--- src/rtl/gdz_pkg.sv ---
// Types and constants shared by the gamepad stick conditioner.
`timescale 1ns / 1ps
package gdz_pkg;

    typedef struct packed {
        logic               pad_present;
        logic [1:0]         pad_index;
        logic signed [15:0] left_raw_x;
        logic signed [15:0] left_raw_y;
        logic signed [15:0] right_raw_x;
        logic signed [15:0] right_raw_y;
        logic [15:0]        button_word;
    } in_t;

    typedef struct packed {
        logic               is_connected;
        logic               just_connected;
        logic               just_disconnected;
        logic [1:0]         active_pad;
        logic signed [15:0] left_out_x;
        logic signed [15:0] left_out_y;
        logic [14:0]        left_magnitude;
        logic signed [15:0] right_out_x;
        logic signed [15:0] right_out_y;
        logic [14:0]        right_magnitude;
        logic [3:0]         press_edges;
    } out_t;

    // Commands from the controller to the datapath
    typedef struct packed {
        logic load;
        logic square;
        logic root_step;
        logic mag_setup;
        logic mag_step;
        logic xy_setup;
        logic xy_step;
        logic finish;
    } cmd_t;

    typedef enum logic [2:0] {
        ST_IDLE,
        ST_SQUARE,
        ST_ROOT,
        ST_MAG_SET,
        ST_MAG_DIV,
        ST_XY_SET,
        ST_XY_DIV,
        ST_FINISH
    } state_t;

    // Configuration register indexes
    localparam logic [2:0] REG_LEFT_DZ  = 3'd0;
    localparam logic [2:0] REG_RIGHT_DZ = 3'd1;
    localparam logic [2:0] REG_MASK_0   = 3'd2;
    localparam logic [2:0] REG_MASK_1   = 3'd3;
    localparam logic [2:0] REG_MASK_2   = 3'd4;
    localparam logic [2:0] REG_MASK_3   = 3'd5;

    localparam logic [14:0] LEFT_DZ_RESET  = 15'd7849;
    localparam logic [14:0] RIGHT_DZ_RESET = 15'd8689;
    localparam logic [15:0] MASK_0_RESET   = 16'd4096;
    localparam logic [15:0] MASK_1_RESET   = 16'd16384;
    localparam logic [15:0] MASK_2_RESET   = 16'd8192;
    localparam logic [15:0] MASK_3_RESET   = 16'd32768;

    // Fixed point: 1.0 == 32767*32768
    localparam logic [29:0] FULL_D = 30'd1073709056;
    localparam logic [29:0] DZ_MAX = 30'd1020023603;
    localparam logic [30:0] EPS_D  = 31'd10737;
    localparam logic [14:0] ONE_Q  = 15'd32767;

    // Iteration counts of the sequential units
    localparam logic [4:0] ROOT_STEPS = 5'd31;
    localparam logic [4:0] MAG_STEPS  = 5'd17;
    localparam logic [4:0] XY_STEPS   = 5'd15;

endpackage

--- src/rtl/gdz_ctrl.sv ---
// Sequencing state machine and output handshake of the conditioner.
`timescale 1ns / 1ps
module gdz_ctrl (
    input  logic          clk,
    input  logic          rst_n,
    input  logic          in_valid,
    output logic          in_stall,
    output logic          out_valid,
    input  logic          out_stall,
    output gdz_pkg::cmd_t cmd
);

    gdz_pkg::state_t state_reg, state_next;
    logic [4:0]      cnt_reg, cnt_next;
    logic            out_valid_reg, out_valid_next;

    // State, counter and output beat flag
    always_ff @(posedge clk or negedge rst_n)
    begin
        if (!rst_n)
        begin
            state_reg     <= gdz_pkg::ST_IDLE;
            cnt_reg       <= '0;
            out_valid_reg <= 1'b0;
        end
        else
        begin
            state_reg     <= state_next;
            cnt_reg       <= cnt_next;
            out_valid_reg <= out_valid_next;
        end
    end

    // Next state and commands
    always_comb
    begin
        state_next = state_reg;
        cnt_next   = cnt_reg;
        cmd        = '0;
        case (state_reg)
            gdz_pkg::ST_IDLE:
            begin
                if (in_valid)
                begin
                    cmd.load   = 1'b1;
                    state_next = gdz_pkg::ST_SQUARE;
                end
            end
            gdz_pkg::ST_SQUARE:
            begin
                cmd.square = 1'b1;
                cnt_next   = gdz_pkg::ROOT_STEPS - 5'd1;
                state_next = gdz_pkg::ST_ROOT;
            end
            gdz_pkg::ST_ROOT:
            begin
                cmd.root_step = 1'b1;
                cnt_next      = cnt_reg - 5'd1;
                if (cnt_reg == 5'd0)
                begin
                    state_next = gdz_pkg::ST_MAG_SET;
                end
            end
            gdz_pkg::ST_MAG_SET:
            begin
                cmd.mag_setup = 1'b1;
                cnt_next      = gdz_pkg::MAG_STEPS - 5'd1;
                state_next    = gdz_pkg::ST_MAG_DIV;
            end
            gdz_pkg::ST_MAG_DIV:
            begin
                cmd.mag_step = 1'b1;
                cnt_next     = cnt_reg - 5'd1;
                if (cnt_reg == 5'd0)
                begin
                    state_next = gdz_pkg::ST_XY_SET;
                end
            end
            gdz_pkg::ST_XY_SET:
            begin
                cmd.xy_setup = 1'b1;
                cnt_next     = gdz_pkg::XY_STEPS - 5'd1;
                state_next   = gdz_pkg::ST_XY_DIV;
            end
            gdz_pkg::ST_XY_DIV:
            begin
                cmd.xy_step = 1'b1;
                cnt_next    = cnt_reg - 5'd1;
                if (cnt_reg == 5'd0)
                begin
                    state_next = gdz_pkg::ST_FINISH;
                end
            end
            gdz_pkg::ST_FINISH:
            begin
                // wait for the output register to be free
                if (!out_valid_reg || !out_stall)
                begin
                    cmd.finish = 1'b1;
                    state_next = gdz_pkg::ST_IDLE;
                end
            end
            default:
            begin
                state_next = gdz_pkg::ST_IDLE;
            end
        endcase
    end

    assign out_valid_next = cmd.finish || (out_valid_reg && out_stall);
    assign in_stall       = (state_reg != gdz_pkg::ST_IDLE);
    assign out_valid      = out_valid_reg;

endmodule

--- config.mk ---
export PLATFORM = sky130hd
export DESIGN_NAME = gdz_ctrl
export DESIGN_NICKNAME = d
export VERILOG_FILES = /design/src/rtl/gdz_pkg.sv /design/src/rtl/gdz_ctrl.sv
export SDC_FILE = /design/constraint.sdc
export NUM_CORES = 1
export LEC_CHECK = 0
export ABC_AREA = 1
export BUFFER_PORTS_ARGS = -buffer_cell sky130_fd_sc_hd__buf_4
export CAP_MARGIN = 25
export CORE_AREA = 2 2 39 41
export CTS_CLUSTER_DIAMETER = 80
export DETAILED_ROUTE_END_ITERATION = 7
export DIE_AREA = 0 0 41 43
export PLACE_DENSITY = 0.83
export SKIP_LAST_GASP = 1
export SLEW_MARGIN = 20
export SYNTH_ARGS = -nofsm -noshare
export SYNTH_HDL_FRONTEND = slang
export SYNTH_SLANG_ARGS = --single-unit
--- constraint.sdc ---
create_clock -name clk -period 3.05 [get_ports clk]
set_input_delay 0.4575 -clock clk [delete_from_list [all_inputs] [get_ports clk]]
set_output_delay 0.4575 -clock clk [all_outputs]
set_load 0.005 [all_outputs]
Word-level counts from Yosys, hierarchy flattened. Index checks and enable logic that the tools add are counted.

Register bits after elaboration: 9. Input bits: 4. Output and inout port bits: 10. Logic and storage cells: 44.

$add $sub $neg: 1. Equality and inequality tests: 12. Muxes and demuxes: 17. Reduce and logical (&&, ||, !) cells: 11.

Operator list (number): 3-bit one-hot mux with 8 select lines (1); 5-bit one-hot mux with 4 select lines (1); 3-bit two-way mux (5); 3-bit equality test, second input constant (4); 1-bit two-way mux (10); 2-bit inequality test, second input constant (5); 3-bit by 2-bit equality test with 1-bit output, second input constant (2); 5-bit zero test (1); 5-bit AND reduction (1); 5-bit by 1-bit subtractor with 5-bit output, second input constant (1); 4-bit nonzero test (1); 3-bit by 1-bit equality test with 1-bit output, second input constant (1); 3-bit zero test (1); 3-bit nonzero test (1); 3-bit OR reduction (1); 1-bit zero test (2); 1-bit logical OR (2); 1-bit logical AND (1).

Logic depth before layout (Yosys ltp). Gate-level depths: netlist of the first run.

Depth in word-level cells: 5. Depth in mapped cells: 8. Gate-level depth less buffers: 8.

Least setup slack after synthesis of the first run. No wires, ideal clock.

Path kind: register to output. Start: register state_reg[1]. End: output port cmd[7] (netlist name). Arrival: 919 ps. Required time: 2592 ps. Path slack: 1674 ps. Stages on the path, launching flop included: 5. Buffers on the path: 0. Path through: dfrtp_1 > inv_1 > ha_1 > nand2_1 > nor2_1.

RTL lines: from (decl) (RTL line gdz_ctrl.sv:13) `gdz_pkg::state_t state_reg, state_next;`; from (signal assigned) (RTL line gdz_ctrl.sv:22) `state_reg <= gdz_pkg::ST_IDLE;`; from (signal assigned) (RTL line gdz_ctrl.sv:28) `state_reg <= state_next;`; to (decl) (RTL line gdz_ctrl.sv:10) `output gdz_pkg::cmd_t cmd`.

==> impl_metrics.csv, run 1 <==
group,metric,value,unit
sta,report.final.hold_viol_count,0,
clock_network,clkLatencyLatePin,0.25,ns
synth,syn_avg_cell_area,6.988,µm²
sta,setup-violations-final,0,
floorplan,die_height,43,µm
cells_and_area,stdcell_area,789.5,µm²
placement,place.gp.congestion,0.7862,
synth,netlist_instances,94,
floorplan,start_util,0.4747,
setup_path,crit_path_start_kind,"register",
grt,grt_first_pass_wirelength,2194,µm
clock_network,holdBufCountCts,0,
power_and_ir_drop,p_per_area,1115,nW/µm²
placement,dp_slack,1.546,ns
clock_network,cts.repair.resized,0,
placement,numPortBuffers,13,
clock_network,cts_root_buf,"clkbuf_4",
synth,synthTopCellsByArea,"dfrtp_1 34%, nand2_1 14%, ha_1 9.5%, inv_1 8.0%, nand3_1 6.9%",
grt,antenna_found_initial,0,
run_status,status,"completed",
floorplan,fp.coreArea,1384,µm²
setup_path,worstPathArrival,1.33,ns
drt,post_drt_via_cell_ratio,4.881,
synth,synth_edf_count,0,
setup_path,critPathCaptureType,"output port",
cells_and_area,drive_gt1_frac,0.2273,
cells_and_area,stdcell_count,126,
grt,overflow,0,
synth,syn_area,656.9,µm²
clock_network,clockBufferDepth,2,
synth,ys.flop_type,"dfrtp_1",
synth,yosysSeqAreaShare,0.3429,
sta,clock.fmax,0.5596,GHz
sta,finalCriticalPeriod,1.787,ns
synth,syn-num-nets,103,
sta,rsz0062_at_grt,"no",
hold_path,hold_path.class,"in -> async",
synth,yosys.area.top_type,"dfrtp_1",
drt,wirelength,1312,µm
clock_network,cts_num_sinks,9,
sta,finalSetupTns,0,ns
sta,worst_pin_slew,0.3659,ns
cells_and_area,n_fill_cell,135,
synth,ys_async_sr_fraction,1.000,
cells_and_area,layout.nets,120,
placement,dpl.hpwl,1063,µm
clock_network,cts_buffers,3,
placement,dp.cells,122,
sta,slew_viol_final,0,
synth,netlist.area_leader.share,0.3429,
synth,ys_ff_latch,9,
clock_network,clkTransAtPathRegs,0.06,ns
grt,grt_pass1_vias,558,
synth,yosys_warnings,0,
sta,hold_slack,0.01674,ns
synth,synth_most_common_cell,"nand2_1",
drt,wire_per_inst,10.41,µm
drt,detail-route-antenna-nets,0,
clock_network,post_cts_buffers,0,
sta,relSlewSlack,0.7561,
cells_and_area,antenna_cells,0,
floorplan,ios,14,
drt,dr_total_vias,615,
clock_network,htreeDepth,1,
power_and_ir_drop,leakage,0.4739,nW
clock_network,tritoncts,"done",
grt,grt_start_max_net_pins,11,
setup_path,critical_path_class,"reg -> out",
floorplan,die_area,1763,µm²
placement,place_area,763.2,µm²
setup_path,cp_max_fo,5,
setup_path,crit_required,2.59,ns
drt,drc,0,
sta,finClkSkew,0.002973,ns
drt,first_pass_iters,4,
sta,finalCritPeriodShare,0.5859,
drt,drtIter0Drc,12,
job,drv_cap,0,
cells_and_area,areaGrowthSynthToFinish,20.19,%
power_and_ir_drop,irDropWorstVdd,535.9,µV
sta,worst_slack,1.263,ns
cells_and_area,largest_reg_flops,5,
synth,synth_commonest_cells,"24 x nand2_1, 14 x inv_1, 12 x nor2_1, 9 x dfrtp_1, 9 x nand3_1",
grt,grt_usage,0.1775,
synth,synth_cell_types,17,
floorplan,dieWidth,41,µm
floorplan,row_count,14,
==> worst max-delay path: stages, from the launching register on <==
cell and delay [ns]:
dfrtp_1 0.42, inv_1 0.12, ha_1 0.24, nand2_1 0.09, nor2_1 0.09, buf_4 0.11
==> cell families (layout without fill, tap and decap cells) <==
group           Yosys count  in the layout  share of synthesized area
simple gates             56             56                     0.4019
fa+ha+maj                 5              5                    0.09524
compound gates            6              6                    0.04570
flops                     9              9                     0.3429
buf+inv                  18             34                     0.1143
==> per-stage QoR <==
| step | total power [mW] | utilization |
|---|---|---|
| after CTS | 0.8870 | 0.5705 |
| after global placement | 0.7749 | 0.5515 |
| final | 0.8803 | 0.5705 |
| after global routing | 0.9778 | 0.5705 |
| after detailed placement | 0.7936 | 0.5515 |
| after floorplan | 0.6389 | - |
==> where the power goes <==
| part | total [mW] | internal, mW | switching (mW) | leakage [nW] |
|---|---|---|---|---|
| clock | 0.0909 | 0.0503 | 0.0406 | 0.0150 |
| sequential | 0.241 | 0.179 | 0.0617 | 0.105 |
| combinational | 0.549 | 0.227 | 0.322 | 0.354 |
==> layout make-up <==
class                   instances  area [µm²]  share of cell area
clock buffers                   4       26.28             0.03328
well taps                      16       20.02             0.02536
inverters                      17       63.81             0.08082
multi-input cells              67       356.6              0.4517
repair buffers                 13       97.59              0.1236
flip-flops and latches          9       225.2              0.2853
==> placed cells by master (no fill, tap or decap) <==
cell type	synthesis	layout
nor2_2	1	1
nand3_1	9	9
nor2_1	12	12
clkbuf_4	0	3
nand4_1	4	4
clkbuf_1	0	1
nand2_4	3	3
or2_1	1	1
o21ai_1	1	1
ha_1	5	5
or2_2	1	1
inv_1	14	14
buf_4	0	13
o21ai_0	1	1
dfrtp_1	9	9
nand2_1	24	24
nand2_2	1	1
a21oi_1	4	4
inv_2	3	3
==> worst paths after layout <==
kind	from	to	slack [ns]	cells past startpoint
max in group asynchronous	rst_n	cnt_reg[1]	2.89	1
setup / recovery	state_reg[1]	cmd[7]	1.26	5
hold / removal	rst_n	cnt_reg[4]	0.02	1
setup reg to reg	state_reg[1]	cnt_reg[2]	1.57	7
min in group clk	out_stall	out_valid	0.43	3
hold reg to reg	out_valid	out_valid	0.52	2
==> routing by layer <==
| layer | GRT usage | part of all wire | vias up |
|---|---|---|---|
| met5 | 0 | 0 | - |
| met4 | 0.03333 | 0 | 0 |
| met3 | 0.04712 | 0.043 | 0 |
| li1 | - | - | 322 |
| met2 | 0.2781 | 0.51 | 12 |
| met1 | 0.2392 | 0.44 | 281 |
No activity file was read; power rests on OpenSTA's default activity.
==> inputs of run 2 (changes only) <==
--- a/config.mk
+++ b/config.mk
@@ -5,14 +5,14 @@
 export SDC_FILE = /design/constraint.sdc
 export NUM_CORES = 1
 export LEC_CHECK = 0
-export ABC_AREA = 1
+export ABC_AREA = 0
 export BUFFER_PORTS_ARGS = -buffer_cell sky130_fd_sc_hd__buf_4
 export CAP_MARGIN = 25
 export CORE_AREA = 2 2 39 41
 export CTS_CLUSTER_DIAMETER = 80
 export DETAILED_ROUTE_END_ITERATION = 7
 export DIE_AREA = 0 0 41 43
-export PLACE_DENSITY = 0.83
+export PLACE_DENSITY = 0.82
 export SKIP_LAST_GASP = 1
 export SLEW_MARGIN = 20
 export SYNTH_ARGS = -nofsm -noshare
==> constraint.sdc (replaced) <==
create_clock -name clk -period 1.74 [get_ports clk]
set_input_delay 0.261 -clock clk [delete_from_list [all_inputs] [get_ports clk]]
set_output_delay 0.261 -clock clk [all_outputs]
set_load 0.005 [all_outputs]
==> impl_metrics.csv, run 2 <==
group,metric,value,unit
run_status,status,"finished, violations left",
run_status,violations,"setup timing",
setup_path,cp_max_fo,5,
placement,place_area,874.6,µm²
synth,ys_async_sr_fraction,1.000,
setup_path,r2r_cells,7,
setup_path,r2r_slack,-0.04,ns
sta,clock.fmax,0.5624,GHz
sta,finClkSkew,0.0007440,ns
floorplan,dieWidth,41,µm
power_and_ir_drop,p_total,2.310,mW
sta,rsz0062_at_grt,"yes",
synth,synthTopCellsByArea,"dfrtp_1 35%, ha_1 9.7%, o21ai_0 7.8%, inv_1 3.5%, a21oi_1 3.1%",
cells_and_area,drive_gt1_frac,0.5046,
clock_network,htreeDepth,1,
drt,detail-route-antenna-nets,0,
synth,syn_avg_cell_area,8.793,µm²
setup_path,crit_required,1.88,ns
sta,relSlewSlack,0.7876,
synth,yosys_warnings,0,
synth,synth_commonest_cells,"10 x o21ai_0, 9 x dfrtp_1, 6 x inv_1, 5 x ha_1, 5 x nand2_1",
drt,wire_per_inst,16.50,µm
setup_path,slowest_delay,0.46,ns
floorplan,fp.coreArea,1384,µm²
placement,numPortBuffers,13,
cells_and_area,final_common_cell,"buf_4",
setup_path,crit_path_start_kind,"register",
power_and_ir_drop,leakage,0.4840,nW
placement,place.gp.congestion,0.8497,
synth,yosys.area.top_type,"dfrtp_1",
setup_path,cp_cell_sequence,"buf_4 -> ha_4 -> buf_4 -> a21oi_1 -> a2bb2oi_2 -> o21ai_0 -> a22o_1",
cells_and_area,layout.nets,119,
clock_network,cts_root_buf,"clkbuf_4",
cells_and_area,largest_reg_flops,5,
cells_and_area,post-route-util,0.7477,
drt,dr_total_vias,730,
cells_and_area,stdcell_area,1035,µm²
grt,antenna_found_initial,0,
setup_path,cpMostUsedCell,"buf_4",
drt,drtIter0Drc,21,
cells_and_area,antenna_cells,0,
floorplan,die_area,1763,µm²
clock_network,clockBufferDepth,2,
sta,worst_pin_slew,0.3152,ns
hold_path,hold_path.class,"in -> reg",
synth,synth_edf_count,0,
clock_network,cts_buffers,3,
drt,first_pass_iters,4,
cells_and_area,areaGrowthSynthToFinish,61.21,%
drt,post_drt_via_cell_ratio,5.840,
setup_path,worstPathArrival,1.92,ns
drt,wirelength,2062,µm
cells_and_area,final_cell_mix,"30 x buf_4, 8 x o21ai_0, 7 x dfrtp_1",
grt,grt_pass1_vias,686,
sta,setup-violations-final,3,
grt,grt_start_max_net_pins,12,
floorplan,start_util,0.4638,
setup_path,cp.depth,7,
job,drv_cap,0,
sta,slew_viol_final,0,
clock_network,tritoncts,"done",
setup_path,critical_path_class,"reg -> reg",
floorplan,row_count,14,
power_and_ir_drop,p_per_area,2233,nW/µm²
drt,drc,0,
synth,syn_area,641.9,µm²
setup_path,crit_family,"compound AO/OA/AOI/OAI gates",
setup_path,path_buf_inv,2,
floorplan,die_height,43,µm
grt,overflow,0,
clock_network,cts_num_sinks,9,
sta,worst_slack,-0.03824,ns
setup_path,critPathCaptureType,"register",
clock_network,clkTransAtPathRegs,0.07,ns
setup_path,cp_slowest_cell,"dfrtp_2",
synth,synth_cell_types,29,
synth,ys_ff_latch,9,
sta,report.final.hold_viol_count,0,
synth,netlist.area_leader.share,0.3509,
sta,finalCriticalPeriod,1.778,ns
synth,synth_most_common_cell,"o21ai_0",
clock_network,clkLatencyLatePin,0.25,ns
synth,syn-num-nets,82,
sta,finalCritPeriodShare,1.022,
synth,ys.flop_type,"dfrtp_1",
placement,dpl.hpwl,1301,µm
power_and_ir_drop,irDropWorstVdd,1575,µV
hold_path,worstHoldPathCells,3,
floorplan,ios,14,
synth,yosysSeqAreaShare,0.3509,
synth,netlist_instances,73,
grt,grt_usage,0.2627,
grt,grt_first_pass_wirelength,3098,µm
-- run 2: changes by cell type in the layout (fill, tap and decap cells not counted), sizes merged, moves of 8 or more --
cell	change
nand2	-23
buf	+19
inv	-11
nor2	-9
o21ai	+9
nand3	-8
-- run 2: per-stage QoR --
| step | std cells | setup WS (ns) | setup TNS (ns) | hold WS [ns] |
|---|---|---|---|---|
| 2_1_floorplan | 73 | -0.04829 | -0.04829 | -0.03459 |
| 3_3_place_gp | 113 | -0.006501 | -0.006501 | 0.09621 |
| 3_5_place_dp | 113 | -0.05076 | -0.1647 | 0.09685 |
| 4_1_cts | 123 | -0.01561 | -0.01561 | 0.2293 |
| 5_1_grt | 125 | -0.08584 | -0.2733 | 0.2500 |
| 6_report | 125 | -0.03824 | -0.08892 | 0.2422 |
-- run 2: cells by family (layout without fill, tap and decap cells) --
logic type | Yosys count | after routing | synth area share
AO/OA/AOI/OAI | 25 | 25 | 0.2456
AND/OR/NAND/NOR | 25 | 26 | 0.2300
flip-flops | 9 | 9 | 0.3509
buffers and inverters | 8 | 43 | 0.05847
adder cells (fa/ha/maj) | 5 | 5 | 0.09747
multiplexers | 1 | 1 | 0.01754
-- run 2: layout make-up --
type / count / area [µm²]
clock buffers: 4 / 26.28
well taps: 16 / 20.02
fillers: 87 / 349.1
flip-flops and latches: 9 / 227.7
multi-input cells: 57 / 466.7
repair buffers: 33 / 266.5
inverters: 6 / 27.53
-- run 2: worst register-to-register path, stage by stage, from the launching register on --
cell and delay (ns):
dfrtp_2 0.46, buf_4 0.16, ha_4 0.16, buf_4 0.15, a21oi_1 0.17, a2bb2oi_2 0.20
o21ai_0 0.11, a22o_1 0.24
-- run 2: final timing paths --
kind	from	end
min in group asynchronous	rst_n	state_reg[2]
min reg2reg	cnt_reg[4]	cnt_reg[4]
max	state_reg[0]	cnt_reg[2]
max in group asynchronous	rst_n	state_reg[0]
min	out_stall	out_valid
max reg2reg	state_reg[0]	cnt_reg[2]
-- run 2: where the power goes --
part	leakage (nW)	internal (mW)	switching, mW	total [mW]
Combinational	0.363	0.927	0.765	1.69
Sequential	0.106	0.326	0.127	0.453
Clock	0.0150	0.0883	0.0776	0.166
Total	0.484	1.34	0.969	2.31
-- run 2: repair_timing --
| action | 4_1_cts | 5_1_grt |
|---|---|---|
| cloned | 1 | 0 |
| pin swaps | 3 | 4 |
| setup buffers | 4 | 3 |
| gates resized for setup | 3 | 14 |
| setup endpoints to repair | 6 | 8 |
| hold endpoints to repair | 9 | 0 |
| hold buffers | 1 | 0 |
-- run 2: layer usage --
metal | GRT usage | wire length, µm | up-vias
li1 | - | - | 342
met1 | 0.3355 | 834 | 343
met2 | 0.3813 | 993 | 39
met3 | 0.08377 | 164 | 6
met4 | 0.1333 | 70 | 0
met5 | 0 | 0 | -
==> inputs of run 3 (changes only) <==
==> constraint.sdc (replaced) <==
create_clock -name clk -period 1.74 [get_ports clk]
set_input_delay 0.261 -clock clk [delete_from_list [all_inputs] [get_ports clk]]
set_output_delay 0.261 -clock clk [all_outputs]
set_load 0.1 [all_outputs]
==> impl_metrics.csv, run 3 (same netlist as run 2, synthesis figures left out) <==
group,metric,value,unit
run_status,status,"finished, violations left",
cells_and_area,largest_reg_flops,5,
sta,finalCritPeriodShare,1.037,
sta,finalSetupTns,-0.2398,ns
clock_network,cts_buffers,3,
setup_path,crit_required,1.89,ns
setup_path,crit_path_end,"cnt_reg[2]",
setup_path,critPathCaptureType,"register",
sta,relSlewSlack,0.7521,
grt,grt_pass1_vias,739,
clock_network,clkTransAtPathRegs,0.07,ns
cells_and_area,post-route-util,0.8418,
cells_and_area,stdcell_area,1165,µm²
drt,detail-route-antenna-nets,0,
hold_path,hold_path.class,"in -> reg",
clock_network,clkLatencyLatePin,0.27,ns
placement,place_area,912.1,µm²
cells_and_area,final_cell_mix,"22 x buf_4, 7 x o21ai_0, 7 x buf_12",
drt,drc,0,
placement,place.gp.congestion,0.8812,
floorplan,dieWidth,41,µm
drt,wire_per_inst,19.69,µm
grt,overflow,0,
setup_path,timing.rr.end,"cnt_reg[2]",
grt,grt_start_max_net_pins,12,
sta,finalCriticalPeriod,1.805,ns
job,drv_cap,0,
floorplan,row_count,14,
cells_and_area,areaGrowthSynthToFinish,81.48,%
grt,grt_usage,0.2895,
sta,finClkSkew,0.004210,ns
floorplan,die_height,43,µm
drt,dr_total_vias,768,
sta,slew_viol_final,0,
drt,first_pass_iters,4,
setup_path,critPathLaunch,"state_reg[1]",
cells_and_area,layout.nets,119,
drt,wirelength,2461,µm
clock_network,cts_root_buf,"clkbuf_4",
floorplan,die_area,1763,µm²
setup_path,r2r_slack,-0.06,ns
floorplan,ios,14,
floorplan,start_util,0.4638,
grt,grt_first_pass_wirelength,3498,µm
clock_network,cts_num_sinks,9,
setup_path,rr_startpoint,"state_reg[1]",
setup_path,crit_path_start_kind,"register",
setup_path,critical_path_class,"reg -> reg",
sta,setup-violations-final,6,
cells_and_area,drive_gt1_frac,0.5780,
setup_path,r2r_cells,6,
placement,dpl.hpwl,1293,µm
hold_path,min_from,"out_stall",
sta,rsz0062_at_grt,"yes",
drt,post_drt_via_cell_ratio,6.144,
clock_network,htreeDepth,1,
sta,report.final.hold_viol_count,0,
drt,drtIter0Drc,21,
placement,dp.cells,115,
setup_path,cp_max_fo,4,
floorplan,fp.coreArea,1384,µm²
clock_network,tritoncts,"done",
sta,worst_pin_slew,0.3704,ns
sta,clock.fmax,0.5540,GHz
setup_path,worstPathArrival,1.96,ns
cells_and_area,antenna_cells,0,
cells_and_area,final_common_cell,"buf_4",
grt,antenna_found_initial,0,
run_status,violations,"setup timing",
clock_network,clockBufferDepth,2,
placement,numPortBuffers,13,
cells_and_area,stdcell_count,125,
sta,worst_slack,-0.06490,ns
==> run 3: worst min path at each step <==
stage | cells after the start | slack, ns | endpoint
final | 3 | 0.24 | out_valid
after global routing | 3 | 0.25 | out_valid
after CTS | 3 | 0.24 | out_valid
after detailed placement | 1 | 0.1 | cnt_reg[2]
after global placement | 1 | 0.09 | cnt_reg[2]
after floorplan | 0 | -0.03 | cnt_reg[0]
==> run 3: layout make-up <==
class,instances,area (µm²)
repair buffers,33,349.1
flip-flops and latches,9,230.2
clock buffers,4,26.28
inverters,6,25.02
multi-input cells,57,514.2
well taps,16,20.02
fillers,72,219.0
==> run 3: per-stage QoR <==
step	worst slack (ns)	hold slack, ns
5_1_grt	-0.09630	0.2543
4_1_cts	-0.02967	0.2395
2_1_floorplan	-0.2287	-0.03459
6_report	-0.06490	0.2381
3_5_place_dp	-0.04279	0.09700
3_3_place_gp	-0.02577	0.09295
==> run 3: timing repair <==
action	in CTS	in global routing
hold buffers	1	0
endpoints found under the setup margin	9	11
gates resized for setup	24	21
pin swaps	0	2
gates cloned	1	0
endpoints found under the hold margin	9	0
buffers inserted	0	4
==> run 3: routing by layer <==
layer | part of all wire | global-route usage
met1 | 0.37 | 0.3630
met2 | 0.52 | 0.4688
met3 | 0.057 | 0.07853
met4 | 0.050 | 0.07333
met5 | 0 | 0
==> run 3: worst max-delay path, cell delays in order (launching register included) <==
cell	delay (ns)
dfrtp_2	0.45
inv_2	0.10
ha_4	0.18
a21oi_1	0.14
a2bb2oi_1	0.36
o21ai_0	0.19
a22o_1	0.27
Power of run 3 is left out: the tool's default activity adds up to more than one toggle a clock period on the data nets, which glitch-free logic cannot reach.
